### src/rtl/sst_pkg.sv
// Shared types, codes and keyword table for the source tokenizer.
package sst_pkg;

   localparam int PosWidth = 21;
   localparam int NumKeywords = 30;
   localparam int MaxKeywordLength = 12;

   typedef enum logic [2:0] {
      MODE_IDLE   = 3'd0,
      MODE_IDENT  = 3'd1,
      MODE_INT    = 3'd2,
      MODE_INTDOT = 3'd3,
      MODE_FRAC   = 3'd4,
      MODE_STRING = 3'd5,
      MODE_OPER   = 3'd6,
      MODE_ERROR  = 3'd7
   } scan_mode_type;

   typedef enum logic [2:0] {
      OP_NONE  = 3'd0,
      OP_MINUS = 3'd1,
      OP_EQ    = 3'd2,
      OP_BANG  = 3'd3,
      OP_LT    = 3'd4,
      OP_GT    = 3'd5,
      OP_COLON = 3'd6
   } pending_op_type;

   localparam logic [5:0] KIND_IDENT  = 6'd0;
   localparam logic [5:0] KIND_INT    = 6'd1;
   localparam logic [5:0] KIND_DEC    = 6'd2;
   localparam logic [5:0] KIND_STR    = 6'd3;
   localparam logic [5:0] KIND_KW0    = 6'd4;
   localparam logic [5:0] KIND_PLUS   = 6'd34;
   localparam logic [5:0] KIND_MINUS  = 6'd35;
   localparam logic [5:0] KIND_ARROW  = 6'd36;
   localparam logic [5:0] KIND_STAR   = 6'd37;
   localparam logic [5:0] KIND_SLASH  = 6'd38;
   localparam logic [5:0] KIND_ASSIGN = 6'd39;
   localparam logic [5:0] KIND_EQEQ   = 6'd40;
   localparam logic [5:0] KIND_NE     = 6'd41;
   localparam logic [5:0] KIND_LT     = 6'd42;
   localparam logic [5:0] KIND_LE     = 6'd43;
   localparam logic [5:0] KIND_GT     = 6'd44;
   localparam logic [5:0] KIND_GE     = 6'd45;
   localparam logic [5:0] KIND_COLON  = 6'd46;
   localparam logic [5:0] KIND_SCOPE  = 6'd47;
   localparam logic [5:0] KIND_DEFINE = 6'd48;
   localparam logic [5:0] KIND_LPAREN = 6'd49;
   localparam logic [5:0] KIND_RPAREN = 6'd50;
   localparam logic [5:0] KIND_LBRACE = 6'd51;
   localparam logic [5:0] KIND_RBRACE = 6'd52;
   localparam logic [5:0] KIND_LBRACK = 6'd53;
   localparam logic [5:0] KIND_RBRACK = 6'd54;
   localparam logic [5:0] KIND_COMMA  = 6'd55;
   localparam logic [5:0] KIND_DOT    = 6'd56;
   localparam logic [5:0] KIND_QUEST  = 6'd57;
   localparam logic [5:0] KIND_EOF    = 6'd58;

   localparam logic [1:0] ERR_NONE     = 2'd0;
   localparam logic [1:0] ERR_INVALID  = 2'd1;
   localparam logic [1:0] ERR_UNTERM   = 2'd2;
   localparam logic [1:0] ERR_TOO_LONG = 2'd3;

   typedef struct packed {
      logic [5:0]          token_kind;
      logic [1:0]          error_code;
      logic [PosWidth-1:0] text_offset;
      logic [PosWidth-1:0] text_length;
      logic [PosWidth-1:0] start_line;
      logic [PosWidth-1:0] start_column;
      logic                last_of_run;
   } token_type;

   typedef logic [8*MaxKeywordLength-1:0] kw_text_type;

   // Keyword text, first character in the top byte, zero padded.
   function automatic kw_text_type kw_text(input int idx);
      kw_text_type t;
      t = '0;
      case (idx)
         0:  t = {"function", 32'd0};
         1:  t = {"return", 48'd0};
         2:  t = {"if", 80'd0};
         3:  t = {"else", 64'd0};
         4:  t = {"while", 56'd0};
         5:  t = {"for", 72'd0};
         6:  t = {"in", 80'd0};
         7:  t = {"stop", 64'd0};
         8:  t = {"continue", 32'd0};
         9:  t = {"handle", 48'd0};
         10: t = {"public", 48'd0};
         11: t = {"private", 40'd0};
         12: t = {"class", 56'd0};
         13: t = {"struct", 48'd0};
         14: t = {"enum", 64'd0};
         15: t = {"interface", 24'd0};
         16: t = {"virtual", 40'd0};
         17: t = {"override", 32'd0};
         18: t = {"abstract", 32'd0};
         19: t = {"implements", 16'd0};
         20: t = {"overload", 32'd0};
         21: t = {"true", 64'd0};
         22: t = {"false", 56'd0};
         23: t = {"null", 64'd0};
         24: t = {"self", 64'd0};
         25: t = {"and", 72'd0};
         26: t = {"or", 80'd0};
         27: t = {"as", 80'd0};
         28: t = {"weak", 64'd0};
         29: t = {"performance", 8'd0};
         default: t = '0;
      endcase
      return t;
   endfunction

   function automatic logic [7:0] kw_char(input int idx, input logic [3:0] pos);
      kw_text_type t;
      logic [7:0] c;
      t = kw_text(idx);
      c = 8'd0;
      if (pos < 4'(MaxKeywordLength)) begin
         c = t[8*(MaxKeywordLength-1-int'(pos)) +: 8];
      end
      return c;
   endfunction

endpackage

### src/rtl/script_source_tokenizer_unit.sv
// Top level of the streaming source tokenizer.
// The tokenizer takes one source byte or end marker per cycle and emits up to three
// tokens for it through a four-entry result queue. A byte is taken in the cycle it is
// offered while the queue holds at most one waiting token, so a stream of bytes runs at
// one per cycle as long as the result side keeps up; a byte that closes two tokens and
// starts a third holds the input while the queue drains. Reported offsets, lengths,
// lines and columns are 21 bits wide and wrap there; a byte at offset MaxSourceBytes is
// reported as an overlong source.
module script_source_tokenizer_unit #(
   parameter longint MaxSourceBytes = 1048576
) (
   input  logic        clock,
   input  logic        reset,
   input  logic        req_valid,
   output logic        req_stall,
   input  logic        req_type,
   input  logic [7:0]  req_char_byte,
   output logic        rsp_valid,
   input  logic        rsp_stall,
   output logic [5:0]  rsp_token_kind,
   output logic [1:0]  rsp_error_code,
   output logic [20:0] rsp_text_offset,
   output logic [20:0] rsp_text_length,
   output logic [20:0] rsp_start_line,
   output logic [20:0] rsp_start_column,
   output logic        rsp_last_of_run
);

   logic grp_valid, grp_stall;
   logic [1:0] grp_count;
   sst_pkg::token_type grp_tok [3];
   sst_pkg::token_type out_tok;

   sst_scanner #(.MaxSourceBytes(MaxSourceBytes)) u_scanner (
      .clock(clock), .reset(reset),
      .in_valid(req_valid), .in_stall(req_stall),
      .in_end(req_type), .in_byte(req_char_byte),
      .grp_valid(grp_valid), .grp_stall(grp_stall),
      .grp_count(grp_count), .grp_tok(grp_tok)
   );

   sst_token_queue u_queue (
      .clock(clock), .reset(reset),
      .grp_valid(grp_valid), .grp_stall(grp_stall),
      .grp_count(grp_count), .grp_tok(grp_tok),
      .out_valid(rsp_valid), .out_stall(rsp_stall), .out_tok(out_tok)
   );

   assign rsp_token_kind = out_tok.token_kind;
   assign rsp_error_code = out_tok.error_code;
   assign rsp_text_offset = out_tok.text_offset;
   assign rsp_text_length = out_tok.text_length;
   assign rsp_start_line = out_tok.start_line;
   assign rsp_start_column = out_tok.start_column;
   assign rsp_last_of_run = out_tok.last_of_run;

endmodule

### src/rtl/sst_scanner.sv
// Front part: scanner state machine that classifies bytes and builds result groups.
module sst_scanner #(
   parameter longint MaxSourceBytes = 1048576
) (
   input  logic                  clock,
   input  logic                  reset,
   input  logic                  in_valid,
   output logic                  in_stall,
   input  logic                  in_end,
   input  logic [7:0]            in_byte,
   output logic                  grp_valid,
   input  logic                  grp_stall,
   output logic [1:0]            grp_count,
   output sst_pkg::token_type    grp_tok [3]
);

   localparam int PW = sst_pkg::PosWidth;
   // The byte counter is wide enough for the largest allowed source limit.
   localparam int CW = 33;
   localparam logic [CW-1:0] MaxPos = CW'(MaxSourceBytes);

   sst_pkg::scan_mode_type  mode_ff, mode_in;
   sst_pkg::pending_op_type op_ff, op_in;
   logic [PW-1:0] tstart_ff, tstart_in;
   logic [PW-1:0] tline_ff, tline_in;
   logic [PW-1:0] tcol_ff, tcol_in;
   logic [CW-1:0] pos_ff, pos_in;
   logic [PW-1:0] line_ff, line_in;
   logic [PW-1:0] col_ff, col_in;
   logic [sst_pkg::NumKeywords-1:0] cand_ff, cand_in;
   logic [3:0]    idlen_ff, idlen_in;

   sst_pkg::token_type t [3];
   logic [1:0] n;

   logic fire;
   assign in_stall = grp_stall;
   assign fire = in_valid && !grp_stall;
   assign grp_valid = fire && (n != 2'd0);
   assign grp_count = n;

   function automatic logic is_alpha(input logic [7:0] c);
      return (c >= "a" && c <= "z") || (c >= "A" && c <= "Z");
   endfunction
   function automatic logic is_numeral(input logic [7:0] c);
      return c >= "0" && c <= "9";
   endfunction

   logic [5:0] kw_hit;
   logic [sst_pkg::NumKeywords-1:0] cand_upd;

   always_comb begin
      kw_hit = sst_pkg::KIND_IDENT;
      if (idlen_ff < 4'(sst_pkg::MaxKeywordLength)) begin
         for (int k = sst_pkg::NumKeywords - 1; k >= 0; k--) begin
            if (cand_ff[k] && sst_pkg::kw_char(k, idlen_ff) == 8'd0) begin
               kw_hit = sst_pkg::KIND_KW0 + 6'(k);
            end
         end
      end
   end

   // Candidate mask after matching this byte; base is the mask in use.
   function automatic logic [sst_pkg::NumKeywords-1:0] kw_next(
      input logic [sst_pkg::NumKeywords-1:0] base, input logic [3:0] len,
      input logic [7:0] c);
      logic [sst_pkg::NumKeywords-1:0] r;
      r = base;
      for (int k = 0; k < sst_pkg::NumKeywords; k++) begin
         if (len >= 4'(sst_pkg::MaxKeywordLength) || sst_pkg::kw_char(k, len) != c) begin
            r[k] = 1'b0;
         end
      end
      return r;
   endfunction

   function automatic sst_pkg::token_type mk(input logic [5:0] kind, input logic [1:0] err,
      input logic [PW-1:0] off, input logic [PW-1:0] len, input logic [PW-1:0] ln,
      input logic [PW-1:0] cl);
      sst_pkg::token_type r;
      r.token_kind = kind;
      r.error_code = err;
      r.text_offset = off;
      r.text_length = len;
      r.start_line = ln;
      r.start_column = cl;
      r.last_of_run = 1'b0;
      return r;
   endfunction

   always_comb begin
      logic [PW-1:0] p;
      logic          rescan;
      logic [5:0]    pk;
      logic [5:0]    single;
      sst_pkg::pending_op_type sop;
      logic [5:0]    opk;
      logic [7:0]    c;
      mode_in = mode_ff;
      op_in = op_ff;
      tstart_in = tstart_ff;
      tline_in = tline_ff;
      tcol_in = tcol_ff;
      pos_in = pos_ff;
      line_in = line_ff;
      col_in = col_ff;
      cand_in = cand_ff;
      idlen_in = idlen_ff;
      n = 2'd0;
      for (int i = 0; i < 3; i++) begin
         t[i] = '0;
      end
      c = in_byte;
      p = pos_ff[PW-1:0];
      rescan = 1'b0;
      pk = 6'd0;
      single = 6'd0;
      sop = sst_pkg::OP_NONE;
      unique case (op_ff)
         sst_pkg::OP_MINUS: opk = sst_pkg::KIND_MINUS;
         sst_pkg::OP_EQ:    opk = sst_pkg::KIND_ASSIGN;
         sst_pkg::OP_LT:    opk = sst_pkg::KIND_LT;
         sst_pkg::OP_GT:    opk = sst_pkg::KIND_GT;
         default:           opk = sst_pkg::KIND_COLON;
      endcase
      if (in_valid) begin
         if (in_end) begin
            if (mode_ff == sst_pkg::MODE_STRING) begin
               t[0] = mk(6'd0, sst_pkg::ERR_UNTERM, tstart_ff, p - tstart_ff, tline_ff,
                         tcol_ff);
               n = 2'd1;
            end else if (mode_ff == sst_pkg::MODE_OPER && op_ff == sst_pkg::OP_BANG) begin
               t[0] = mk(6'd0, sst_pkg::ERR_INVALID, tstart_ff, PW'(1), tline_ff, tcol_ff);
               n = 2'd1;
            end else if (mode_ff != sst_pkg::MODE_ERROR) begin
               unique case (mode_ff)
                  sst_pkg::MODE_IDENT: begin
                     t[0] = mk(kw_hit, sst_pkg::ERR_NONE, tstart_ff, p - tstart_ff,
                               tline_ff, tcol_ff);
                     n = 2'd1;
                  end
                  sst_pkg::MODE_INT: begin
                     t[0] = mk(sst_pkg::KIND_INT, sst_pkg::ERR_NONE, tstart_ff,
                               p - tstart_ff, tline_ff, tcol_ff);
                     n = 2'd1;
                  end
                  sst_pkg::MODE_INTDOT: begin
                     t[0] = mk(sst_pkg::KIND_INT, sst_pkg::ERR_NONE, tstart_ff,
                               p - tstart_ff - PW'(1), tline_ff, tcol_ff);
                     t[1] = mk(sst_pkg::KIND_DOT, sst_pkg::ERR_NONE, p - PW'(1), PW'(1),
                               line_ff, col_ff - PW'(1));
                     n = 2'd2;
                  end
                  sst_pkg::MODE_FRAC: begin
                     t[0] = mk(sst_pkg::KIND_DEC, sst_pkg::ERR_NONE, tstart_ff,
                               p - tstart_ff, tline_ff, tcol_ff);
                     n = 2'd1;
                  end
                  sst_pkg::MODE_OPER: begin
                     t[0] = mk(opk, sst_pkg::ERR_NONE, tstart_ff, p - tstart_ff,
                               tline_ff, tcol_ff);
                     n = 2'd1;
                  end
                  default: n = 2'd0;
               endcase
               t[n] = mk(sst_pkg::KIND_EOF, sst_pkg::ERR_NONE, p, PW'(0), line_ff, col_ff);
               n = n + 2'd1;
            end
            mode_in = sst_pkg::MODE_IDLE;
            op_in = sst_pkg::OP_NONE;
            tstart_in = '0;
            tline_in = PW'(1);
            tcol_in = PW'(1);
            pos_in = '0;
            line_in = PW'(1);
            col_in = PW'(1);
            cand_in = '1;
            idlen_in = '0;
         end else if (mode_ff == sst_pkg::MODE_ERROR) begin
            n = 2'd0;
         end else if (pos_ff >= MaxPos) begin
            t[0] = mk(6'd0, sst_pkg::ERR_TOO_LONG, MaxPos[PW-1:0], PW'(0), line_ff, col_ff);
            n = 2'd1;
            mode_in = sst_pkg::MODE_ERROR;
         end else begin
            // Continue the current token where the byte extends it.
            unique case (mode_ff)
               sst_pkg::MODE_IDENT: begin
                  if (is_alpha(c) || is_numeral(c) || c == "_") begin
                     cand_in = kw_next(cand_ff, idlen_ff, c);
                     if (idlen_ff < 4'(sst_pkg::MaxKeywordLength)) idlen_in = idlen_ff + 4'd1;
                  end else begin
                     rescan = 1'b1;
                     t[0] = mk(kw_hit, sst_pkg::ERR_NONE, tstart_ff, p - tstart_ff,
                               tline_ff, tcol_ff);
                     n = 2'd1;
                  end
               end
               sst_pkg::MODE_INT: begin
                  if (c == ".") begin
                     mode_in = sst_pkg::MODE_INTDOT;
                  end else if (!is_numeral(c)) begin
                     rescan = 1'b1;
                     t[0] = mk(sst_pkg::KIND_INT, sst_pkg::ERR_NONE, tstart_ff,
                               p - tstart_ff, tline_ff, tcol_ff);
                     n = 2'd1;
                  end
               end
               sst_pkg::MODE_INTDOT: begin
                  if (is_numeral(c)) begin
                     mode_in = sst_pkg::MODE_FRAC;
                  end else begin
                     rescan = 1'b1;
                     t[0] = mk(sst_pkg::KIND_INT, sst_pkg::ERR_NONE, tstart_ff,
                               p - tstart_ff - PW'(1), tline_ff, tcol_ff);
                     t[1] = mk(sst_pkg::KIND_DOT, sst_pkg::ERR_NONE, p - PW'(1), PW'(1),
                               line_ff, col_ff - PW'(1));
                     n = 2'd2;
                  end
               end
               sst_pkg::MODE_FRAC: begin
                  if (!is_numeral(c)) begin
                     rescan = 1'b1;
                     t[0] = mk(sst_pkg::KIND_DEC, sst_pkg::ERR_NONE, tstart_ff,
                               p - tstart_ff, tline_ff, tcol_ff);
                     n = 2'd1;
                  end
               end
               sst_pkg::MODE_STRING: begin
                  if (c == "\"") begin
                     t[0] = mk(sst_pkg::KIND_STR, sst_pkg::ERR_NONE, tstart_ff + PW'(1),
                               p - tstart_ff - PW'(1), tline_ff, tcol_ff);
                     n = 2'd1;
                     mode_in = sst_pkg::MODE_IDLE;
                  end
               end
               sst_pkg::MODE_OPER: begin
                  pk = 6'd0;
                  unique case (op_ff)
                     sst_pkg::OP_MINUS: if (c == ">") pk = sst_pkg::KIND_ARROW;
                     sst_pkg::OP_EQ:    if (c == "=") pk = sst_pkg::KIND_EQEQ;
                     sst_pkg::OP_BANG:  if (c == "=") pk = sst_pkg::KIND_NE;
                     sst_pkg::OP_LT:    if (c == "=") pk = sst_pkg::KIND_LE;
                     sst_pkg::OP_GT:    if (c == "=") pk = sst_pkg::KIND_GE;
                     sst_pkg::OP_COLON: begin
                        if (c == ":") pk = sst_pkg::KIND_SCOPE;
                        else if (c == "=") pk = sst_pkg::KIND_DEFINE;
                     end
                     default: pk = 6'd0;
                  endcase
                  if (pk != 6'd0) begin
                     t[0] = mk(pk, sst_pkg::ERR_NONE, tstart_ff, p + PW'(1) - tstart_ff,
                               tline_ff, tcol_ff);
                     n = 2'd1;
                     mode_in = sst_pkg::MODE_IDLE;
                     op_in = sst_pkg::OP_NONE;
                  end else if (op_ff == sst_pkg::OP_BANG) begin
                     // A lone bang is an error and swallows this byte.
                     t[0] = mk(6'd0, sst_pkg::ERR_INVALID, tstart_ff, PW'(1), tline_ff,
                               tcol_ff);
                     n = 2'd1;
                     mode_in = sst_pkg::MODE_ERROR;
                     op_in = sst_pkg::OP_NONE;
                  end else begin
                     rescan = 1'b1;
                     t[0] = mk(opk, sst_pkg::ERR_NONE, tstart_ff, p - tstart_ff,
                               tline_ff, tcol_ff);
                     n = 2'd1;
                  end
               end
               default: rescan = 1'b1;
            endcase
            // Start a new token at this byte.
            if (rescan) begin
               mode_in = sst_pkg::MODE_IDLE;
               op_in = sst_pkg::OP_NONE;
               tstart_in = p;
               tline_in = line_ff;
               tcol_in = col_ff;
               single = 6'd0;
               sop = sst_pkg::OP_NONE;
               case (c)
                  "+": single = sst_pkg::KIND_PLUS;
                  "*": single = sst_pkg::KIND_STAR;
                  "/": single = sst_pkg::KIND_SLASH;
                  "(": single = sst_pkg::KIND_LPAREN;
                  ")": single = sst_pkg::KIND_RPAREN;
                  "{": single = sst_pkg::KIND_LBRACE;
                  "}": single = sst_pkg::KIND_RBRACE;
                  "[": single = sst_pkg::KIND_LBRACK;
                  "]": single = sst_pkg::KIND_RBRACK;
                  ",": single = sst_pkg::KIND_COMMA;
                  ".": single = sst_pkg::KIND_DOT;
                  "?": single = sst_pkg::KIND_QUEST;
                  "-": sop = sst_pkg::OP_MINUS;
                  "=": sop = sst_pkg::OP_EQ;
                  "!": sop = sst_pkg::OP_BANG;
                  "<": sop = sst_pkg::OP_LT;
                  ">": sop = sst_pkg::OP_GT;
                  ":": sop = sst_pkg::OP_COLON;
                  default: sop = sst_pkg::OP_NONE;
               endcase
               if (c == " " || c == "\t" || c == "\r" || c == "\n") begin
                  mode_in = sst_pkg::MODE_IDLE;
               end else if (is_alpha(c) || c == "_") begin
                  mode_in = sst_pkg::MODE_IDENT;
                  cand_in = kw_next('1, 4'd0, c);
                  idlen_in = 4'd1;
               end else if (is_numeral(c)) begin
                  mode_in = sst_pkg::MODE_INT;
               end else if (c == "\"") begin
                  mode_in = sst_pkg::MODE_STRING;
               end else if (single != 6'd0) begin
                  t[n] = mk(single, sst_pkg::ERR_NONE, p, PW'(1), line_ff, col_ff);
                  n = n + 2'd1;
               end else if (sop != sst_pkg::OP_NONE) begin
                  mode_in = sst_pkg::MODE_OPER;
                  op_in = sop;
               end else begin
                  t[n] = mk(6'd0, sst_pkg::ERR_INVALID, p, PW'(1), line_ff, col_ff);
                  n = n + 2'd1;
                  mode_in = sst_pkg::MODE_ERROR;
               end
            end
            if (mode_in != sst_pkg::MODE_ERROR) begin
               pos_in = pos_ff + CW'(1);
               if (c == "\n") begin
                  line_in = line_ff + PW'(1);
                  col_in = PW'(1);
               end else begin
                  col_in = col_ff + PW'(1);
               end
            end
         end
         if (n != 2'd0) begin
            t[n - 2'd1].last_of_run = 1'b1;
         end
      end
   end

   assign grp_tok = t;

   always_ff @(posedge clock) begin
      if (reset) begin
         mode_ff <= sst_pkg::MODE_IDLE;
         op_ff <= sst_pkg::OP_NONE;
         tstart_ff <= '0;
         tline_ff <= PW'(1);
         tcol_ff <= PW'(1);
         pos_ff <= '0;
         line_ff <= PW'(1);
         col_ff <= PW'(1);
         cand_ff <= '1;
         idlen_ff <= '0;
      end else if (fire) begin
         mode_ff <= mode_in;
         op_ff <= op_in;
         tstart_ff <= tstart_in;
         tline_ff <= tline_in;
         tcol_ff <= tcol_in;
         pos_ff <= pos_in;
         line_ff <= line_in;
         col_ff <= col_in;
         cand_ff <= cand_in;
         idlen_ff <= idlen_in;
      end
   end

endmodule

### src/rtl/sst_token_queue.sv
// Back part: queue of result tokens, filled a group at a time, drained one per cycle while the output is not stalled.
module sst_token_queue (
   input  logic                  clock,
   input  logic                  reset,
   input  logic                  grp_valid,
   output logic                  grp_stall,
   input  logic [1:0]            grp_count,
   input  sst_pkg::token_type    grp_tok [3],
   output logic                  out_valid,
   input  logic                  out_stall,
   output sst_pkg::token_type    out_tok
);

   localparam int Depth = 4;

   sst_pkg::token_type mem_ff [Depth];
   logic [1:0] rd_ff, rd_in;
   logic [1:0] wr_ff, wr_in;
   logic [2:0] cnt_ff, cnt_in;
   logic pop, push;

   assign out_valid = cnt_ff != 3'd0;
   assign out_tok = mem_ff[rd_ff];
   assign pop = out_valid && !out_stall;
   // Room for a full group of three is kept before a new byte is taken.
   assign grp_stall = cnt_ff > 3'd1;
   assign push = grp_valid && !grp_stall;

   always_comb begin
      rd_in = rd_ff + 2'(pop);
      wr_in = wr_ff + (push ? grp_count : 2'd0);
      cnt_in = cnt_ff - 3'(pop) + (push ? 3'(grp_count) : 3'd0);
   end

   always_ff @(posedge clock) begin
      if (push) begin
         for (int i = 0; i < 3; i++) begin
            if (2'(i) < grp_count) begin
               mem_ff[wr_ff + 2'(i)] <= grp_tok[i];
            end
         end
      end
   end

   always_ff @(posedge clock) begin
      if (reset) begin
         rd_ff <= '0;
         wr_ff <= '0;
         cnt_ff <= '0;
      end else begin
         rd_ff <= rd_in;
         wr_ff <= wr_in;
         cnt_ff <= cnt_in;
      end
   end

endmodule
### config.mk
export PLATFORM = sky130hd
export DESIGN_NAME = script_source_tokenizer_unit
export DESIGN_NICKNAME = d
export VERILOG_FILES = /design/src/rtl/sst_pkg.sv /design/src/rtl/script_source_tokenizer_unit.sv /design/src/rtl/sst_scanner.sv /design/src/rtl/sst_token_queue.sv
export SDC_FILE = /design/constraint.sdc
export NUM_CORES = 2
export LEC_CHECK = 0
export BUFFER_PORTS_ARGS = -buffer_cell sky130_fd_sc_hd__buf_2
export CORE_MARGIN = 2
export CORE_UTILIZATION = 40
export DETAILED_ROUTE_END_ITERATION = 8
export PLACE_DENSITY = 0.63
export REMOVE_ABC_BUFFERS = 1
export SLEW_MARGIN = 20
export SYNTH_ARGS = -nofsm -noshare
export SYNTH_HDL_FRONTEND = slang
export SYNTH_SLANG_ARGS = --single-unit
### constraint.sdc
create_clock -name clock -period 17.45 [get_ports clock]
set_input_delay 0 -clock clock [delete_from_list [all_inputs] [get_ports clock]]
set_output_delay 0 -clock clock [all_outputs]
set_load 0.02 [all_outputs]
==> results by stage <==
Setup path:
- The endpoint required time on the critical path is 17.71 ns.
- The cell type of the slowest stage on the worst timing path is nor2_2.
- The library cell appearing most often on the critical path is buf_4.
- The worst flop-to-flop path endpoint is u_queue.mem_ff[3][33].
- The number of cells on the worst reg-to-reg path is 17.
- Following the worst setup path forward leads to its endpoint at u_queue.mem_ff[1][77].
- The maximum cell stage delay along the critical path is 0.87 ns.
- The flop-to-flop setup slack is 10.57 ns.
- The type of the worst setup path is input pin to flop.
- Walking the worst path, the cells encountered are dlygate4sd3_1 -> buf_2 -> nor4b_2 -> nand3_2 -> nor2_2 -> nor4_2 -> ha_1 -> nand2_1 -> mux2_2 -> o211ai_1 -> a211o_2 -> buf_4 -> nor2_2 -> nor2_4 -> o21ai_4 -> buf_4 -> buf_4.
- STA classifies the critical path endpoint as a flop.
- At the worst endpoint, the arrival time is 7.32 ns.
- The maximum fanout count along the critical path is 45.
- In this run the critical register-to-register path is launched from u_scanner.mode_ff[2].
- In this run the worst setup path begins at req_char_byte[5].
- The worst setup path is launched from an input pin.

Route:
- The first-pass iteration count of the detailed router is 7.
- The per-cell routed wire length is 27.8 µm.
- After detailed routing, the number of remaining DRC violations is 0.
- The number of vias in the routed layout is 41483.
- In this run the remaining antenna-violating nets after routing total 0.
- The routed wire length is 170000 µm.
- Dividing the detail-routed via count by the number of cells gives 6.76.
- The first routing iteration left 6424 violations.

Die:
- From left edge to right edge, the die measures 327 µm.
- The area of the die is 0.107 mm².
- Once the floorplan was initialized, standard cells occupied 40.3% of the core.
- The floorplan row count is 118.
- The height of the die is 327 µm.
- The top-level port count is 108.
- The core area is 0.103 mm².

Min path:
- The min-delay analysis places its worst path in the category input pin to flop.

Finish:
- The library cells used most frequently in the layout, excluding fill and tap cells, are nand2_1 (511), nor2_1 (475), edfxtp_1 (372).
- The count of nets after finishing is 4799.
- The area added between synthesis and finish is 9.68%.
- The fill cell instance count of the final layout is 10044.
- The share of layout cells above drive strength 1 is 12.4%.
- The most common library cell in the layout ignoring fill and taps is nand2_1.
- The final cell utilization of the core is 44.2%.
- The final non-filler cell total is 6139.

Power:
- The worst-case vdd ir drop is 0.102 mV.
- The leakage power is 15.6 nW.
- The net switching fraction of the power is 40.4%.
- The internal power of the cells totals 0.00332 W.
- In this run, the combinational gates consume 40.4% of the power.
- Sequential cells burn 31.8% of the power.
- The power dissipated by switching net loads is 0.00225 W.
- The areal power density over the cells is 122 mW/mm².
- The clock network burns 27.8% of the power.

Yosys:
- The post-synthesis xor/xnor area fraction is 4.30%.
- The fraction of synthesized area in multiplexers is 6.08%.
- After synthesis the cells add up to 0.0417 mm².
- The synthesized netlist devotes 25.4% of its cell area to compound gates.
- Sequential cells were found to cover 35.7% of the synthesized design area.
- Yosys mapped the design onto 111 distinct sky130hd cell types.
- The simple-gate portion of the synthesized area is 20.2%.
- After synthesis, the mean cell area works out to 8.59 µm².
- The number of enable flip-flop cells after synthesis is 372.
- The proportion of register bits with asynchronous set or reset after synthesis is 0%.
- The synthesized flop and latch total is 557.
- The number of instances in the synthesized netlist is 4858.
- The number of warning messages in the yosys log is 0.
- The main flop type after synthesis is edfxtp_1.
- After synthesis, the largest family of logic cells by area is compound AO/OA/AOI/OAI gates.
- The synthesized-area fraction occupied by adder cells is 2.91%.

STA:
- Setup repair after global routing left no endpoint under its margin.
- Setup violations remaining at the end of the flow were counted as 0.
- The count of pins over their slew limit is 0.
- The final hold violation count is 0.
- Dividing the final minimum period by the clock period gives 40.5%.
- The worst max-slew margin expressed relative to the limit is 25.3%.
- Derived from the worst setup path, the maximum achievable clock frequency is 0.142 GHz.
- The total negative setup slack is 0 ns.
- The minimum period implied by the final worst setup slack is 7.06 ns.
- The slack of the critical path is 10.39 ns.
- The worst-margin pin slew is 1.12 ns.
- Between clock sinks in the finished design, the worst skew comes to 0.0332 ns.

Global route:
- Entering global routing, the biggest net connects 72 pins.
- The first global-routing pass estimated 253000 µm of wire.
- The via count of the first global-routing pass came to 38739.
- The initial antenna violation count is 10.
- The total routing usage reported by global routing is 30.9%.
- For this run the aggregate overflow at the end of global routing stands at 0.

Placed design:
- The estimated wirelength of the detail-placed design is 113000 µm.
- The worst-case setup slack after placement is 10.38 ns.
- The number of cells in the design after placement is 6009.
- Port buffering added 107 buffers.
- The weighted congestion reported at the end of routability-driven placement is 1.02.

Clock tree:
- The depth of the CTS H-tree is 3.
- The later pin in the worst-skew pair is clocked with a latency of 0.66 ns.
- Buffers inserted during clock tree synthesis total 67.
- The buffer count from post-CTS setup fixing is 0.
- The root buffer cell is clkbuf_16.
- Clock-pin slew was measured on the worst setup and hold paths at 0.06 ns.
- Clock tree synthesis found a total of 557 sinks.
- The longest clock path from root to sink contains 3 buffers.
- The clock tree from TritonCTS is built.

Outcome:
- The flow ran to the end, and the final reports show no timing, DRC or antenna violations.

Run:
- The number of max-cap violations is 0.
how the worst min path moves through the flow:
stage               cells past startpoint                   from  slack (ns)                    end
global route                            3              req_valid        0.18  u_queue.mem_ff[0][53]
finish                                  4               req_type        0.16  u_queue.mem_ff[0][56]
CTS                                     5               req_type        0.13  u_queue.mem_ff[0][73]
floorplan                               1                  reset        0.07      u_queue.cnt_ff[1]
detailed placement                      2   u_scanner.cand_ff[2]        0.43   u_scanner.cand_ff[2]
global placement                        2  u_scanner.cand_ff[19]        0.43  u_scanner.cand_ff[19]
power by group through the flow:
stage	clock (W)	sequential, W	combinational (W)
finish	0.00155	0.00177	0.00225
global route	0.00161	0.00179	0.00237
CTS	0.00156	0.00177	0.00219
detailed placement	0	0.00180	0.00218
global placement	0	0.00179	0.00217
floorplan	0	0.00184	0.00138
synthesized netlist by cell type (all sizes together) (43+ instances only):
cell      n  area, µm²
nor4     58        399
or3      43        269
xnor2   138       1210
nand2   514       1940
a221oi  101        991
xor2     67        587
a22oi    45        338
nor2    491       1860
nand3   136        686
a22o    106        928
a211oi   83        656
a21oi   377       1890
mux4     93       2090
inv     106        398
buf     137        664
a31oi    81        519
edfxtp  372      11200
nor3    158        796
nand4    55        350
o221ai   68        596
o21ai   317       1590
nor2b    62        388
dfxtp   185       3700
and2     48        300
o22ai    54        338
ha       65        813
clkbuf  325       1220
layer usage:
layer	global-route usage (%)	vias up	wire length, µm
li1	-	18024	-
met1	40.7	19923	66200
met2	46.2	2878	72900
met3	7.12	656	19900
met4	18.2	2	11400
met5	0	-	20
timing repair:
action                                 CTS  global route
endpoints found under the hold margin   19             0
hold buffers                             3             0
gates resized for setup                  0             0
setup endpoints to repair                0             0
flip-flops by register name, indices dropped and copies added, names as in the netlist, 21 cells and up:
register / count
u_queue.mem_ff: 372
u_scanner.cand_ff: 30
u_scanner.col_ff: 21
u_scanner.line_ff: 21
u_scanner.pos_ff: 33
u_scanner.tcol_ff: 21
u_scanner.tline_ff: 21
u_scanner.tstart_ff: 21
cell type report:
| cell class | count | area, µm² | area share, % |
|---|---|---|---|
| Sequential cell | 557 | 14900 | 32.5 |
| Clock inverter | 42 | 594 | 1.30 |
| Antenna cell | 4 | 10.0 | 0.0219 |
| Tap cell | 1380 | 1730 | 3.77 |
| Timing Repair Buffer | 236 | 1520 | 3.32 |
| Clock buffer | 81 | 1810 | 3.96 |
| Multi-Input combinational cell | 3729 | 24800 | 54.2 |
| Inverter | 110 | 413 | 0.902 |
logic make-up (layout without fill, tap and decap cells):
logic type,count (synthesis),in the layout
simple gates,1755,1755
xor+xnor,205,205
buf+inv,572,469
compound gates,1549,1549
other cells,0,4
flops,557,557
fa+ha+maj,85,85
mux,135,135
per-stage QoR:
step,power [W],cell area (µm²),hold WS [ns]
3_5_place_dp,0.00398,43300,0.433
3_3_place_gp,0.00395,43300,0.429
5_1_grt,0.00576,45700,0.178
4_1_cts,0.00552,45700,0.127
2_1_floorplan,0.00322,39800,0.0667
6_report,0.00556,45800,0.162
critical path, delay by kind of cell:
family                   cells  cell delay [ns]
AO/OA/AOI/OAI                3             0.98
multiplexers                 1             0.18
buffers and inverters        5             2.49
adder cells (fa/ha/maj)      1             0.34
AND/OR/NAND/NOR              7             3.19
No activity file was read; power rests on OpenSTA's default activity.
